[src/rtl/fnvlp_pkg.sv]
`timescale 1ns / 1ps
// shared constants and types for the fnv-1a keyword table
// no dependencies
package fnvlp_pkg;

  localparam int unsigned TABLE_DEPTH = 128;
  localparam int unsigned KEY_BYTES   = 15;
  localparam int unsigned KEY_BITS    = 120;

  localparam logic [31:0] FNV_BASIS = 32'h811c9dc5;
  localparam logic [31:0] FNV_PRIME = 32'h01000193;

  localparam logic OP_LOOKUP = 1'b0;
  localparam logic OP_INSERT = 1'b1;

  localparam logic [1:0] ST_HIT      = 2'd0;
  localparam logic [1:0] ST_MISS     = 2'd1;
  localparam logic [1:0] ST_INSERTED = 2'd2;
  localparam logic [1:0] ST_FULL     = 2'd3;

  typedef struct packed {
    logic [63:0] key_low;
    logic [55:0] key_high;
    logic [3:0]  len;
    logic [3:0]  kind;
    logic [9:0]  offset;
  } slot_t;

  typedef struct packed {
    logic  op;
    logic  ok;
    slot_t slot;
  } req_t;

endpackage

[src/rtl/fnvlp_front.sv]
`timescale 1ns / 1ps
// front end: takes a request, masks the key, hashes it and reduces the hash to a home slot
// depends on fnvlp_pkg
module fnvlp_front #(
  parameter int unsigned Depth = fnvlp_pkg::TABLE_DEPTH,
  localparam int unsigned IdxW = $clog2(Depth)
) (
  input  logic               clk_i,
  input  logic               rst_ni,
  input  logic               take_i,
  input  logic               opcode_i,
  input  logic [63:0]        key_low_i,
  input  logic [55:0]        key_high_i,
  input  logic [3:0]         key_length_i,
  input  logic [3:0]         entry_kind_i,
  input  logic [9:0]         entry_offset_i,
  output logic               busy_o,
  output logic               push_o,
  output fnvlp_pkg::req_t    push_req_o,
  output logic [IdxW-1:0]    push_idx_o,
  input  logic               full_i
);
  import fnvlp_pkg::*;

  // ceil(2^(32+IdxW) / Depth) gives an exact quotient for every 32-bit hash
  localparam logic [63:0] RecipFull =
    ((64'd1 << (32 + IdxW)) + 64'(Depth) - 64'd1) / 64'(Depth);
  localparam logic [32:0] Recip = RecipFull[32:0];

  localparam logic [1:0] S_IDLE = 2'd0;
  localparam logic [1:0] S_HASH = 2'd1;
  localparam logic [1:0] S_MOD  = 2'd2;
  localparam logic [1:0] S_PUSH = 2'd3;

  logic [1:0]      state_q, state_d;
  req_t            req_q, req_d;
  logic [31:0]     hash_q, hash_d;
  logic [3:0]      cnt_q, cnt_d;
  logic [1:0]      step_q, step_d;
  logic [47:0]     prod_lo_q, prod_lo_d;
  logic [48:0]     prod_hi_q, prod_hi_d;
  logic [31:0]     quot_q, quot_d;
  logic [IdxW-1:0] rem_q, rem_d;

  logic [KEY_BITS-1:0] key_in, key_masked, key_cur;
  logic [7:0]          cur_byte;
  logic [64:0]         prod_sum;
  logic                len_ok;

  assign key_in = {key_high_i, key_low_i};
  assign len_ok = (key_length_i != 4'd0) && (key_length_i <= 4'(KEY_BYTES));

  always_comb begin
    for (int b = 0; b < KEY_BITS / 8; b++) begin
      key_masked[8*b +: 8] = (4'(b) < key_length_i) ? key_in[8*b +: 8] : 8'd0;
    end
  end

  assign key_cur  = {req_q.slot.key_high, req_q.slot.key_low};
  assign cur_byte = key_cur[8*cnt_q +: 8];
  assign prod_sum = {prod_hi_q, 16'd0} + 65'(prod_lo_q);

  always_comb begin
    state_d   = state_q;
    req_d     = req_q;
    hash_d    = hash_q;
    cnt_d     = cnt_q;
    step_d    = step_q;
    prod_lo_d = prod_lo_q;
    prod_hi_d = prod_hi_q;
    quot_d    = quot_q;
    rem_d     = rem_q;
    case (state_q)
      S_IDLE: begin
        if (take_i) begin
          req_d.op            = opcode_i;
          req_d.ok            = len_ok;
          req_d.slot.key_low  = key_masked[63:0];
          req_d.slot.key_high = key_masked[119:64];
          req_d.slot.len      = key_length_i;
          req_d.slot.kind     = entry_kind_i;
          req_d.slot.offset   = entry_offset_i;
          hash_d  = FNV_BASIS;
          cnt_d   = 4'd0;
          step_d  = 2'd0;
          rem_d   = '0;
          state_d = len_ok ? S_HASH : S_PUSH;
        end
      end
      S_HASH: begin
        // one byte per cycle, multiply result registered
        hash_d = (hash_q ^ {24'd0, cur_byte}) * FNV_PRIME;
        cnt_d  = cnt_q + 4'd1;
        if (cnt_q == req_q.slot.len - 4'd1) begin
          state_d = S_MOD;
        end
      end
      S_MOD: begin
        // reciprocal multiply: partial products, quotient, then remainder
        step_d = step_q + 2'd1;
        if (step_q == 2'd0) begin
          prod_lo_d = 48'(hash_q) * 48'(Recip[15:0]);
          prod_hi_d = 49'(hash_q) * 49'(Recip[32:16]);
        end else if (step_q == 2'd1) begin
          quot_d = 32'(prod_sum >> (32 + IdxW));
        end else begin
          rem_d   = IdxW'(hash_q - 32'(quot_q * 32'(Depth)));
          state_d = S_PUSH;
        end
      end
      S_PUSH: begin
        if (!full_i) begin
          state_d = S_IDLE;
        end
      end
      default: state_d = S_IDLE;
    endcase
  end

  always_ff @(posedge clk_i or negedge rst_ni) begin
    if (!rst_ni) begin
      state_q <= S_IDLE;
    end else begin
      state_q <= state_d;
    end
  end

  always_ff @(posedge clk_i) begin
    req_q     <= req_d;
    hash_q    <= hash_d;
    cnt_q     <= cnt_d;
    step_q    <= step_d;
    prod_lo_q <= prod_lo_d;
    prod_hi_q <= prod_hi_d;
    quot_q    <= quot_d;
    rem_q     <= rem_d;
  end

  assign busy_o     = (state_q != S_IDLE);
  assign push_o     = (state_q == S_PUSH) && !full_i;
  assign push_req_o = req_q;
  assign push_idx_o = rem_q;

endmodule

[config.mk]
export PLATFORM = sky130hd
export DESIGN_NAME = fnvlp_front
export DESIGN_NICKNAME = d
export VERILOG_FILES = /design/src/rtl/fnvlp_pkg.sv /design/src/rtl/fnvlp_front.sv
export SDC_FILE = /design/constraint.sdc
export NUM_CORES = 1
export LEC_CHECK = 0
export BUFFER_PORTS_ARGS = -buffer_cell sky130_fd_sc_hd__buf_2
export CAP_MARGIN = 15
export CORE_MARGIN = 5
export CORE_UTILIZATION = 44
export DETAILED_ROUTE_END_ITERATION = 12
export PLACE_DENSITY = 0.76
export SYNTH_ARGS = -nofsm -noshare
export SYNTH_HDL_FRONTEND = slang
export SYNTH_SLANG_ARGS = --single-unit
[constraint.sdc]
create_clock -name clk_i -period 4.4 [get_ports clk_i]
set_input_delay 0.66 -clock clk_i [delete_from_list [all_inputs] [get_ports clk_i]]
set_output_delay 0.66 -clock clk_i [all_outputs]
set_load 0.02 [all_outputs]
==> metrics.csv <==
stage,metric,value,unit
status,outcome,completed,
timing,slew_headroom,35.17,%
synth,ys_seq_elements,162,
pwr,ir_drop,0.5748,mV
global_routing,grt_start_max_net_pins,79,
clock_tree,htree_levels,4,
synth,yosysSeqAreaShare,65.71,%
drt,drtIter0Drc,320,
drt,drtPass1Iterations,4,
hold_path,hold_end,push_req_o[5]$_DFFE_PP_,
floorplan,rows,47,
drt,finalWirelength,21620,microns
global_routing,grt_pass1_wl,32400,microns
synth,ys.flop_type,edfxtp_1,
timing,rsz0062_at_grt,false,
synth,ys_types,42,
synth,async_flop_share,1.235,%
timing,final.setup.worst_slack,0.2052,ns
pwr,clkPwrFrac,19.6,%
global_routing,first_global_vias,5458,
drt,vias,5072,
placement,hpwl,16670,microns
synth,yosysWarnings,0,
hold_path,hold_path_class,input pin to flop,
timing,fmax,0.2384,GHz
placement,preCtsSetupSlack,0.2065,ns
critical_path,r2r-start,cnt_q[0]$_SDFFCE_PN0P_,
synth,postSynthAreaPerCell,15.72,sq um
floorplan,start_util,44.71,%
timing,tns,0,ns
final_layout,final_cell_mix,"buf_2, edfxtp_1, nor2b_1",
timing,final.min_clock_period,4.195,ns
pwr,power_density,795.4,nW/um^2
clock_tree,clk_pin_slew,0.07,ns
synth,synthCells,470,
final_layout,nNetsFinal,943,
critical_path,cp.required,4.57,ns
clock_tree,cts_max_path_buffers,2,
clock_tree,root_buffer,clkbuf_16,
clock_tree,clk_latency,0.42,ns
global_routing,grt_antenna_before_repair,0,
placement,gp_congestion,0.8745,
critical_path,r2r_cells,14,
timing,fin_skew,0.005608,ns
critical_path,crit_type,flop to flop,
pwr,switchingPower,2.956,mW
pwr,internal_power,4.840,mW
clock_tree,clock-sinks,162,
floorplan,io_pins,292,
floorplan,dieHeight,139.6,microns
timing,slew_viol_final,0,
timing,post-route-period-util,95.34,%
timing,hold_violations,0,
hold_path,min_path_cells,1,
critical_path,regToRegEndpoint,hash_q[6]$_SDFFCE_PN1P_,
hold_path,min_from,entry_offset_i[5],
synth,synth_edf_count,160,
drt,post_drt_wl_per_cell,21.44,microns
pwr,comb_power_share,48.8,%
synth,syn_area,7388,sq um
pwr,finalPower,7.796,mW
floorplan,coreArea,16520,sq um
global_routing,grt-ovfl-total,0,
final_layout,antenna_cells,0,
clock_tree,cts_buffers,17,
critical_path,crit_fanout,21,
timing,tightest_slew,0.9651,ns
final_layout,areaGrowthSynthToFinish,32.65,%
floorplan,die_w,139.6,microns
drt,ant_nets,0,
critical_path,rrSetupSlack,0.21,ns
clock_tree,cts_tree,built,
timing,setup_violations,0,
global_routing,grt.total_usage,22.11,%
drt,drc,0,
critical_path,start_kind,flop,
job,cap_violations,0,
drt,vias_per_cell,5.032,
final_layout,layout-drive-gt1-share,45.69,%
pwr,seqPwrFrac,31.5,%
pwr,swShare,37.92,%
floorplan,dieArea,19480,sq um
final_layout,mostFrequentLayoutCell,buf_2,
critical_path,arrival,4.36,ns
critical_path,crit_path_end_kind,flop,
placement,portBuffers,291,
synth,syn_nets,637,
pwr,power.leakage,4.124,nW
## Yosys cell counts (2+ instances only)
master | n | area, sq um
xnor2_1 | 7 | 61.31
and2_1 | 43 | 269.0
nand2_1 | 9 | 33.78
buf_6 | 3 | 33.78
xnor3_1 | 2 | 45.04
edfxtp_1 | 160 | 4805
buf_4 | 2 | 15.01
o2bb2ai_1 | 2 | 17.52
mux2i_1 | 12 | 120.1
or2_2 | 2 | 12.51
dfrtp_1 | 2 | 50.05
nor2b_1 | 68 | 425.4
mux4_2 | 20 | 450.4
nor2_1 | 12 | 45.04
and3_1 | 25 | 156.4
a31oi_1 | 2 | 12.51
inv_1 | 14 | 52.55
ha_1 | 23 | 287.8
clkbuf_1 | 11 | 41.29
o21ai_0 | 7 | 35.03
mux4_1 | 5 | 131.4
xor2_1 | 12 | 105.1
nor3_1 | 2 | 10.01
a21oi_1 | 7 | 35.03
## power by group through the flow
| stage | Sequential, mW | Clock, mW | Combinational (mW) |
|---|---|---|---|
| 4_1_cts | 2.46 | 1.54 | 3.84 |
| 6_report | 2.46 | 1.53 | 3.81 |
| 2_1_floorplan | 2.78 | 0 | 2.36 |
| 3_5_place_dp | 2.49 | 0 | 3.81 |
| 5_1_grt | 2.49 | 1.62 | 4.18 |
| 3_3_place_gp | 2.49 | 0 | 3.75 |
## per-stage QoR
stage	hold slack, ns	utilization [%]	std cells	area [sq um]
global placement	0.4495	55.54	976	9178
finish	0.4108	59.31	1008	9801
CTS	0.002889	59.20	1007	9783
global route	0.3906	59.31	1008	9801
detailed placement	0.4497	55.54	976	9178
floorplan	0.3644	-	470	7388
## routing by layer
layer / vias up / GRT usage (%) / part of all wire (%)
li1: 2357 / - / -
met1: 2459 / 26.74 / 38
met2: 236 / 38.78 / 53
met3: 20 / 6.758 / 7.9
met4: 0 / 5.660 / 1.4
met5: - / 0 / 0
## critical path, cell delays in order, from the launching register on
cell      delay [ns]
edfxtp_1        0.39
buf_12          0.20
mux4_2          0.56
mux4_2          0.49
xor2_1          0.18
ha_1            0.22
ha_1            0.29
ha_1            0.27
ha_1            0.29
ha_1            0.32
a21oi_1         0.17
xnor2_1         0.15
xnor2_1         0.10
xnor3_1         0.22
nand2_1         0.05
## cell families after synthesis
| family | after synthesis | share of synthesized area, % |
|---|---|---|
| compound gates | 26 | 2.236 |
| xor+xnor | 21 | 2.862 |
| fa+ha+maj | 24 | 4.166 |
| buf+inv | 33 | 2.134 |
| flops | 162 | 65.71 |
| mux | 37 | 9.501 |
| simple gates | 167 | 13.40 |
## registers in the layout, indices dropped and copies added, names as in the netlist
name and cells:
push_req_o 140, hash_q 7, push_idx_o 7, cnt_q 4
state_q 2, step_q 2
## how the worst max path moves through the flow
stage                                 startpoint                      end  slack (ns)
after floorplan           cnt_q[0]$_SDFFCE_PN0P_  hash_q[6]$_SDFFCE_PN1P_        0.18
after global placement    cnt_q[0]$_SDFFCE_PN0P_  hash_q[6]$_SDFFCE_PN1P_        0.26
after detailed placement  cnt_q[0]$_SDFFCE_PN0P_  hash_q[6]$_SDFFCE_PN1P_        0.21
after CTS                 cnt_q[0]$_SDFFCE_PN0P_  hash_q[6]$_SDFFCE_PN1P_        0.17
after global routing      cnt_q[0]$_SDFFCE_PN0P_  hash_q[6]$_SDFFCE_PN1P_       0.002
final                     cnt_q[0]$_SDFFCE_PN0P_  hash_q[6]$_SDFFCE_PN1P_        0.21
## cell type report
cell class                      instances  area (sq um)
Tap cell                              220         275.3
Multi-Input combinational cell        275          2390
Sequential cell                       162          4855
Clock inverter                         14         180.2
Clock buffer                           17         425.4
Fill cell                            1281          6724
Timing Repair Buffer                  305          1614
Inverter                               15         61.31
## what timing repair did
item	CTS	global route
buffers inserted	0	0
setup endpoints to repair	0	1
gates resized for setup	0	1
endpoints found under the hold margin	0	2
hold buffers	0	1
(Power assumes the default switching activity.)
