===== config.mk =====
export PLATFORM = sky130hd
export DESIGN_NAME = fnvlp_queue
export DESIGN_NICKNAME = d
export VERILOG_FILES = /design/src/rtl/fnvlp_queue.sv
export SDC_FILE = /design/constraint.sdc
export NUM_CORES = 1
export LEC_CHECK = 0
export CORE_MARGIN = 10
export CORE_UTILIZATION = 50
export CTS_BUF_LIST = sky130_fd_sc_hd__clkbuf_4
export CTS_CLUSTER_DIAMETER = 30
export CTS_CLUSTER_SIZE = 10
export DETAILED_ROUTE_END_ITERATION = 8
export DONT_BUFFER_PORTS = 1
export PLACE_DENSITY = 0.68
export SYNTH_ARGS = -nofsm -noshare
export SYNTH_HDL_FRONTEND = slang
export SYNTH_SLANG_ARGS = --single-unit

===== constraint.sdc =====
create_clock -name clk_i -period 1.4 [get_ports clk_i]
set_clock_uncertainty 0.2 [all_clocks]
set_input_delay 0.14 -clock clk_i [delete_from_list [all_inputs] [get_ports clk_i]]
set_output_delay 0.14 -clock clk_i [all_outputs]
set_load 0.01 [all_outputs]

===== src/rtl/fnvlp_queue.sv =====
`timescale 1ns / 1ps
// two-entry fifo between the hashing front end and the probe engine
// no dependencies
module fnvlp_queue #(
  parameter int unsigned Width = 8
) (
  input  logic             clk_i,
  input  logic             rst_ni,
  input  logic             push_i,
  input  logic [Width-1:0] push_data_i,
  output logic             full_o,
  input  logic             pop_i,
  output logic [Width-1:0] pop_data_o,
  output logic             empty_o
);

  logic [Width-1:0] data_q [2];
  logic             wr_ptr_q, wr_ptr_d;
  logic             rd_ptr_q, rd_ptr_d;
  logic [1:0]       count_q, count_d;

  assign full_o     = (count_q == 2'd2);
  assign empty_o    = (count_q == 2'd0);
  assign pop_data_o = data_q[rd_ptr_q];

  always_comb begin
    wr_ptr_d = wr_ptr_q;
    rd_ptr_d = rd_ptr_q;
    count_d  = count_q;
    if (push_i && !full_o) begin
      wr_ptr_d = ~wr_ptr_q;
    end
    if (pop_i && !empty_o) begin
      rd_ptr_d = ~rd_ptr_q;
    end
    if ((push_i && !full_o) && !(pop_i && !empty_o)) begin
      count_d = count_q + 2'd1;
    end else if (!(push_i && !full_o) && (pop_i && !empty_o)) begin
      count_d = count_q - 2'd1;
    end
  end

  always_ff @(posedge clk_i or negedge rst_ni) begin
    if (!rst_ni) begin
      wr_ptr_q <= 1'b0;
      rd_ptr_q <= 1'b0;
      count_q  <= 2'd0;
    end else begin
      wr_ptr_q <= wr_ptr_d;
      rd_ptr_q <= rd_ptr_d;
      count_q  <= count_d;
    end
  end

  always_ff @(posedge clk_i) begin
    if (push_i && !full_o) begin
      data_q[wr_ptr_q] <= push_data_i;
    end
  end

endmodule


==> results of run 1 <==
==> cell families (layout without fill, tap and decap cells) <==
logic type               Yosys count  after routing  share of synthesized area (%)
AO/OA/AOI/OAI                      1              1                          0.646
XOR/XNOR                           5              5                           5.66
adder cells (fa/ha/maj)            1              1                           1.62
buffers and inverters              3             30                           1.62
flip-flops                        20             20                           75.0
multiplexers                       8              8                           11.6
AND/OR/NAND/NOR                    6              6                           3.88
==> worst register-to-register path, cell delays in order (launching register included) <==
cell and delay [ps]:
dfrtp_1 440, nand2b_4 180, nand2_4 80, inv_4 40, ha_4 150, xor2_1 140
nor2_1 120, xor2_1 170
==> routing by layer <==
metal | global-route usage [%] | vias to the layer above
met2 | 16.2 | 17
met5 | 0 | -
li1 | - | 217
met1 | 10.8 | 210
met3 | 3.22 | 6
met4 | 7.54 | 0
==> state kept, by name, summed over array words and instances (netlist names) <==
register,flops
rd_ptr_q,1
data_q,16
count_q,2
wr_ptr_q,1
==> where the power goes <==
group | switching (W) | total (W) | internal (W)
Sequential | 0.000111 | 0.000948 | 0.000838
Clock | 0.000174 | 0.000463 | 0.000289
Combinational | 0.000481 | 0.00108 | 0.000595
Total | 0.000766 | 0.00249 | 0.00172
==> placed cells by master (no fill, tap or decap), drive strengths merged, types with 2 or more instances in the layout <==
cell type,instances
buf,12
clkbuf,3
dfrtp,4
dlygate4sd3,12
edfxtp,16
inv,2
mux2,8
nor2,3
xnor2,3
xor2,2
==> Yosys cell counts <==
| cell type | n |
|---|---|
| mux2_1 | 7 |
| ha_1 | 1 |
| dfrtp_1 | 4 |
| xor2_1 | 2 |
| xnor2_1 | 3 |
| mux2_2 | 1 |
| nand2b_1 | 1 |
| o21ai_1 | 1 |
| inv_1 | 2 |
| edfxtp_1 | 16 |
| nor2_1 | 3 |
| buf_2 | 1 |
| nand2_2 | 1 |
| and3_1 | 1 |
==> final timing paths <==
kind | from | endpoint | cells past startpoint
worst max-delay path | count_q[0] | count_q[1] | 7
worst min-delay path | push_i | data_q[1][3] | 1
worst max register to register | count_q[0] | count_q[1] | 7
worst min register to register | wr_ptr_q | wr_ptr_q | 1
max in group asynchronous | rst_ni | rd_ptr_q | 2
min in group asynchronous | rst_ni | wr_ptr_q | 2
==> cell type report <==
cell class | count | area (um^2) | area share (%)
repair buffers | 24 | 233 | 20.1
clock buffers | 3 | 22.5 | 1.94
multi-input cells | 21 | 260 | 22.5
flip-flops and latches | 20 | 583 | 50.3
well taps | 16 | 20.0 | 1.73
inverters | 2 | 10.0 | 0.864
clock inverters | 1 | 30.0 | 2.59
==> timing repair <==
item / CTS / global route
endpoints found under the setup margin: 19 / 27
setup buffers: 5 / 1
pin swaps: 2 / 3
resized for setup: 27 / 4
hold buffers: 12 / 0
endpoints found under the hold margin: 23 / 0
==> metrics by stage <==
stage	hold slack (ps)	TNS, ps	total power, W	instance area, um^2	util (%)
2_1_floorplan	-356	-97.9	0.00140	793	-
3_3_place_gp	-355	-39.6	0.00156	853	57.3
3_5_place_dp	-355	-560	0.00162	853	57.3
4_1_cts	63.9	-1730	0.00244	1140	76.5
5_1_grt	11.6	-3280	0.00261	1160	77.8
6_report	19.0	-2290	0.00249	1160	77.8
==> run_results.csv, run 1 <==
group,metric,value,unit
run,maxCapViolCount,0,
floorplan,rows,14,
detailed_routing,vias_per_cell,5.17,
detailed_routing,wl_met1,637,um
place,placedCellCount,65,
yosys,yosysSeqAreaShare,75.0,%
sta,setup_viol,27,
global_route,grt_pass1_vias,534,
yosys,netlist_area,774,um^2
floorplan,io_pins,22,
global_route,antenna_found_initial,0,
sta,hold_viol_final,0,
detailed_routing,highest_layer,"met4",
sta,slew_headroom,85.9,%
critical_path,cp-end-kind,"register",
critical_path,crit_fanout,3,
detailed_routing,routed-wl-met3,111,um
clocking,cts_root_buf,"clkbuf_4",
sta,fmax,632,MHz
yosys,yosysTopAreaCellShare,62.0,%
yosys,yosys_warnings,0,
critical_path,path_common_cell,"xor2_1",
sta,drv_slew,0,
layout,layout.nets,85,
clocking,path_clk_slew,110,ps
floorplan,coreArea,1490,um^2
detailed_routing,drt_iter0_markers,4,
clocking,numClockSinks,20,
yosys,yosys.area.top_type,"edfxtp_1",
critical_path,crit_chain,"nand2b_4 -> nand2_4 -> inv_4 -> ha_4 -> xor2_1 -> nor2_1 -> xor2_1",
layout,drive_gt1_share,47.9,%
detailed_routing,routed_wl,1660,um
critical_path,crit_family,"flip-flops",
clocking,cts_htree_levels,1,
yosys,synth-seq-cells,20,
global_route,grt_max_degree,13,
run_status,outcome,"finished with violations",
critical_path,arrival,1600,ps
detailed_routing,avgRoutedWirePerCell,19.0,um
place,post-place-ws,-133,ps
power,ir_drop,1.32,mV
critical_path,critPathSlowestCell,"dfrtp_1",
detailed_routing,drt_first_pass_iters,2,
yosys,synthCells,44,
global_route,grt_pass1_wl,2630,um
sta,worst_slack,-181,ps
detailed_routing,met2_length,856,um
sta,fin_crit,1580,ps
place,gp_congestion,0.703,
clocking,clk_latency,300,ps
power,p_per_area,2150,nW/um^2
detailed_routing,final_antenna_net_count,0,
floorplan,dieArea,3520,um^2
global_route,grt.overflow.total,0,
global_route,grt_usage,10.1,%
layout,fill_cells,66,
yosys,synth_area_per_cell,17.6,um^2
power,p_leak,0.467,nW
layout,n_antenna_cell,0,
hold_path,hold_path.class,"input pin to register",
yosys,yosysUniqueCellTypes,14,
layout,post_layout_nonfiller_instances,87,
floorplan,die_w,59.4,um
sta,finalCritPeriodShare,113,%
yosys,synth_fp_nets,57,
detailed_routing,num_vias,450,
detailed_routing,drc,0,
run_status,violations,"setup timing",
clocking,numCtsBuffers,3,
critical_path,path_buf_inv,1,
clocking,clock_path_buffers,2,
critical_path,cpPeakStageDelay,440,ps
critical_path,critical_path_class,"register to register",
sta,tightest_slew,211,ps
critical_path,critPathRequiredTime,1420,ps
critical_path,cp-start-kind,"register",
critical_path,regToRegSetupSlack,-180,ps
clocking,tritoncts,"built",
place,portBuffers,0,
layout,syn2layout_area_growth,49.6,%
floorplan,initial_utilization,52.0,%
floorplan,dieHeight,59.4,um
sta,rsz0062_at_grt,"true",
yosys,synthTopCellsByArea,"edfxtp_1 (62%), dfrtp_1 (13%), mux2_1 (10%)",
(Power assumes the default switching activity.)
==> run 2: changes to the inputs <==
CELL_PAD_IN_SITES_DETAIL_PLACEMENT = 1   (was unset)
CELL_PAD_IN_SITES_GLOBAL_PLACEMENT = 1   (was unset)
CORE_UTILIZATION = 46   (was 50)
PLACE_DENSITY = unset   (was 0.68)
PLACE_DENSITY_LB_ADDON = 0.1   (was unset)
==> run_results.csv, run 2 (synthesis gave the netlist of run 1 again) <==
group,metric,value,unit
run_status,outcome,"finished with violations",
run_status,violations,"setup timing",
detailed_routing,vias_per_cell,5.45,
layout,final_cell_mix,"edfxtp_1 (16), dlygate4sd3_1 (11), mux2_4 (8)",
power,p_per_area,2060,nW/um^2
floorplan,dieHeight,61.0,um
detailed_routing,routed_wl,1920,um
layout,largest_register,"data_q",
clocking,path_clk_slew,100,ps
critical_path,cp-start-kind,"register",
layout,fill_cells,123,
critical_path,crit_chain,"nand2b_4 -> nand2_4 -> inv_2 -> ha_4 -> xor2_1 -> nor2_1 -> xor2_1",
clocking,clock_path_buffers,2,
global_route,grt_pass1_vias,536,
global_route,grt.overflow.total,0,
place,placedCellCount,65,
sta,drv_slew,0,
critical_path,crit_fanout,3,
critical_path,critPathRequiredTime,1380,ps
layout,seqCellArea,583,um^2
layout,syn2layout_area_growth,42.8,%
layout,largest_reg_flops,16,
sta,tightest_slew,223,ps
floorplan,coreArea,1540,um^2
place,portBuffers,0,
floorplan,die_w,61.0,um
sta,holdWs,15.7,ps
clocking,cts_root_buf,"clkbuf_4",
detailed_routing,avgRoutedWirePerCell,22.6,um
hold_path,hold_path_depth,4,
layout,final_common_cell,"edfxtp_1",
clocking,numClockSinks,20,
power,p_seq_share,41.7,%
layout,drive_gt1_share,49.3,%
power,clkPwrFrac,11.0,%
global_route,grt_pass1_wl,2990,um
layout,n_antenna_cell,0,
critical_path,critical_path_class,"register to register",
detailed_routing,num_vias,463,
floorplan,io_pins,22,
global_route,grt_max_degree,11,
sta,fmax,621,MHz
sta,fin_crit,1610,ps
place,dpl.hpwl,1230,um
power,power.switching,0.000765,W
run,maxCapViolCount,0,
critical_path,rr_worst_depth,7,
clocking,numCtsBuffers,3,
sta,finalCritPeriodShare,115,%
sta,slew_headroom,85.2,%
place,gp_congestion,0.720,
critical_path,cpPeakStageDelay,430,ps
sta,worst_slack,-210,ps
floorplan,dieArea,3720,um^2
floorplan,rows,14,
power,power_frac_comb,47.3,%
detailed_routing,drc,0,
global_route,antenna_found_initial,0,
power,ir_drop,1.03,mV
clocking,clk_latency,290,ps
critical_path,path_common_cell,"xor2_1",
layout,layout.nets,84,
critical_path,cp-end-kind,"register",
sta,setup_viol,28,
clocking,tritoncts,"built",
critical_path,critPathSlowestCell,"dfrtp_1",
global_route,grt_usage,11.2,%
clocking,ctsHoldBuffers,11,
power,switching_share,33.6,%
sta,rsz0062_at_grt,"true",
floorplan,initial_utilization,50.2,%
sta,hold_viol_final,0,
hold_path,hold_path.class,"input pin to register",
power,intPower,0.00151,W
layout,reg_top3,"data_q x16, count_q x2",
critical_path,arrival,1590,ps
layout,multiInputGateArea,251,um^2
detailed_routing,final_antenna_net_count,0,
layout,post_layout_nonfiller_instances,85,
clocking,cts_htree_levels,1,
power,p_leak,0.445,nW
detailed_routing,drt_iter0_markers,1,
place,post-place-ws,-143,ps
detailed_routing,drt_first_pass_iters,2,
run 2: cell count changes in the layout (fill, tap and decap cells not counted), sizes merged:
cell,delta
bufinv,-1
dlygate4sd3,-1
run 2: critical path, delay by kind of cell (launching register included):
| kind | cells | cell delay [ps] |
|---|---|---|
| buf+inv | 1 | 50 |
| simple gates | 3 | 340 |
| xor+xnor | 2 | 330 |
| flops | 1 | 430 |
| fa+ha+maj | 1 | 150 |
run 2: power by group through the flow:
stage,clock [W],combinational (W),sequential (W)
4_1_cts,0.000263,0.000957,0.000937
3_3_place_gp,0,0.000604,0.000951
5_1_grt,0.000289,0.00115,0.000964
3_5_place_dp,0,0.000656,0.000973
2_1_floorplan,0,0.000485,0.000912
6_report,0.000251,0.00108,0.000948
run 2: final cells by class:
cell class                 instances  area share, %
timing repair buffer              23           19.8
tap                               16           1.81
multi-input combinational         21           22.7
sequential                        20           52.7
clock buffer                       3           2.04
inverter                           2          0.905
run 2: worst paths after layout:
kind                                  from    endpoint  slack (ps)
worst max-delay path            count_q[0]  count_q[1]        -210
worst min-delay path                push_i  count_q[0]          20
worst max register to register  count_q[0]  count_q[1]        -210
worst min register to register    wr_ptr_q    wr_ptr_q         440
max in group asynchronous           rst_ni    rd_ptr_q         380
min in group asynchronous           rst_ni    wr_ptr_q         440
run 2: through the flow:
step                      util, %  power (W)  instance area (um^2)  TNS, ps
after global placement       55.4    0.00156                   853    -38.6
after CTS                    69.1    0.00216                  1060    -1970
after global routing         71.8    0.00240                  1110    -4060
after detailed placement     55.4    0.00163                   853     -838
after floorplan                 -    0.00140                   793    -97.9
final                        71.8    0.00228                  1110    -2860
run 2: layer usage:
metal	share of wire [%]	wire (um)	global-route usage (%)
met5	0	0	0
met4	1.1	22	3.76
met3	4.3	82	3.50
met2	60	1150	21.6
met1	34	658	10.8
run 2: repair_timing:
item | 4_1_cts | 5_1_grt
hold endpoints to repair | 23 | 1
setup buffers | 4 | 2
gates resized for setup | 22 | 8
endpoints found under the setup margin | 26 | 28
pin swaps | 1 | 0
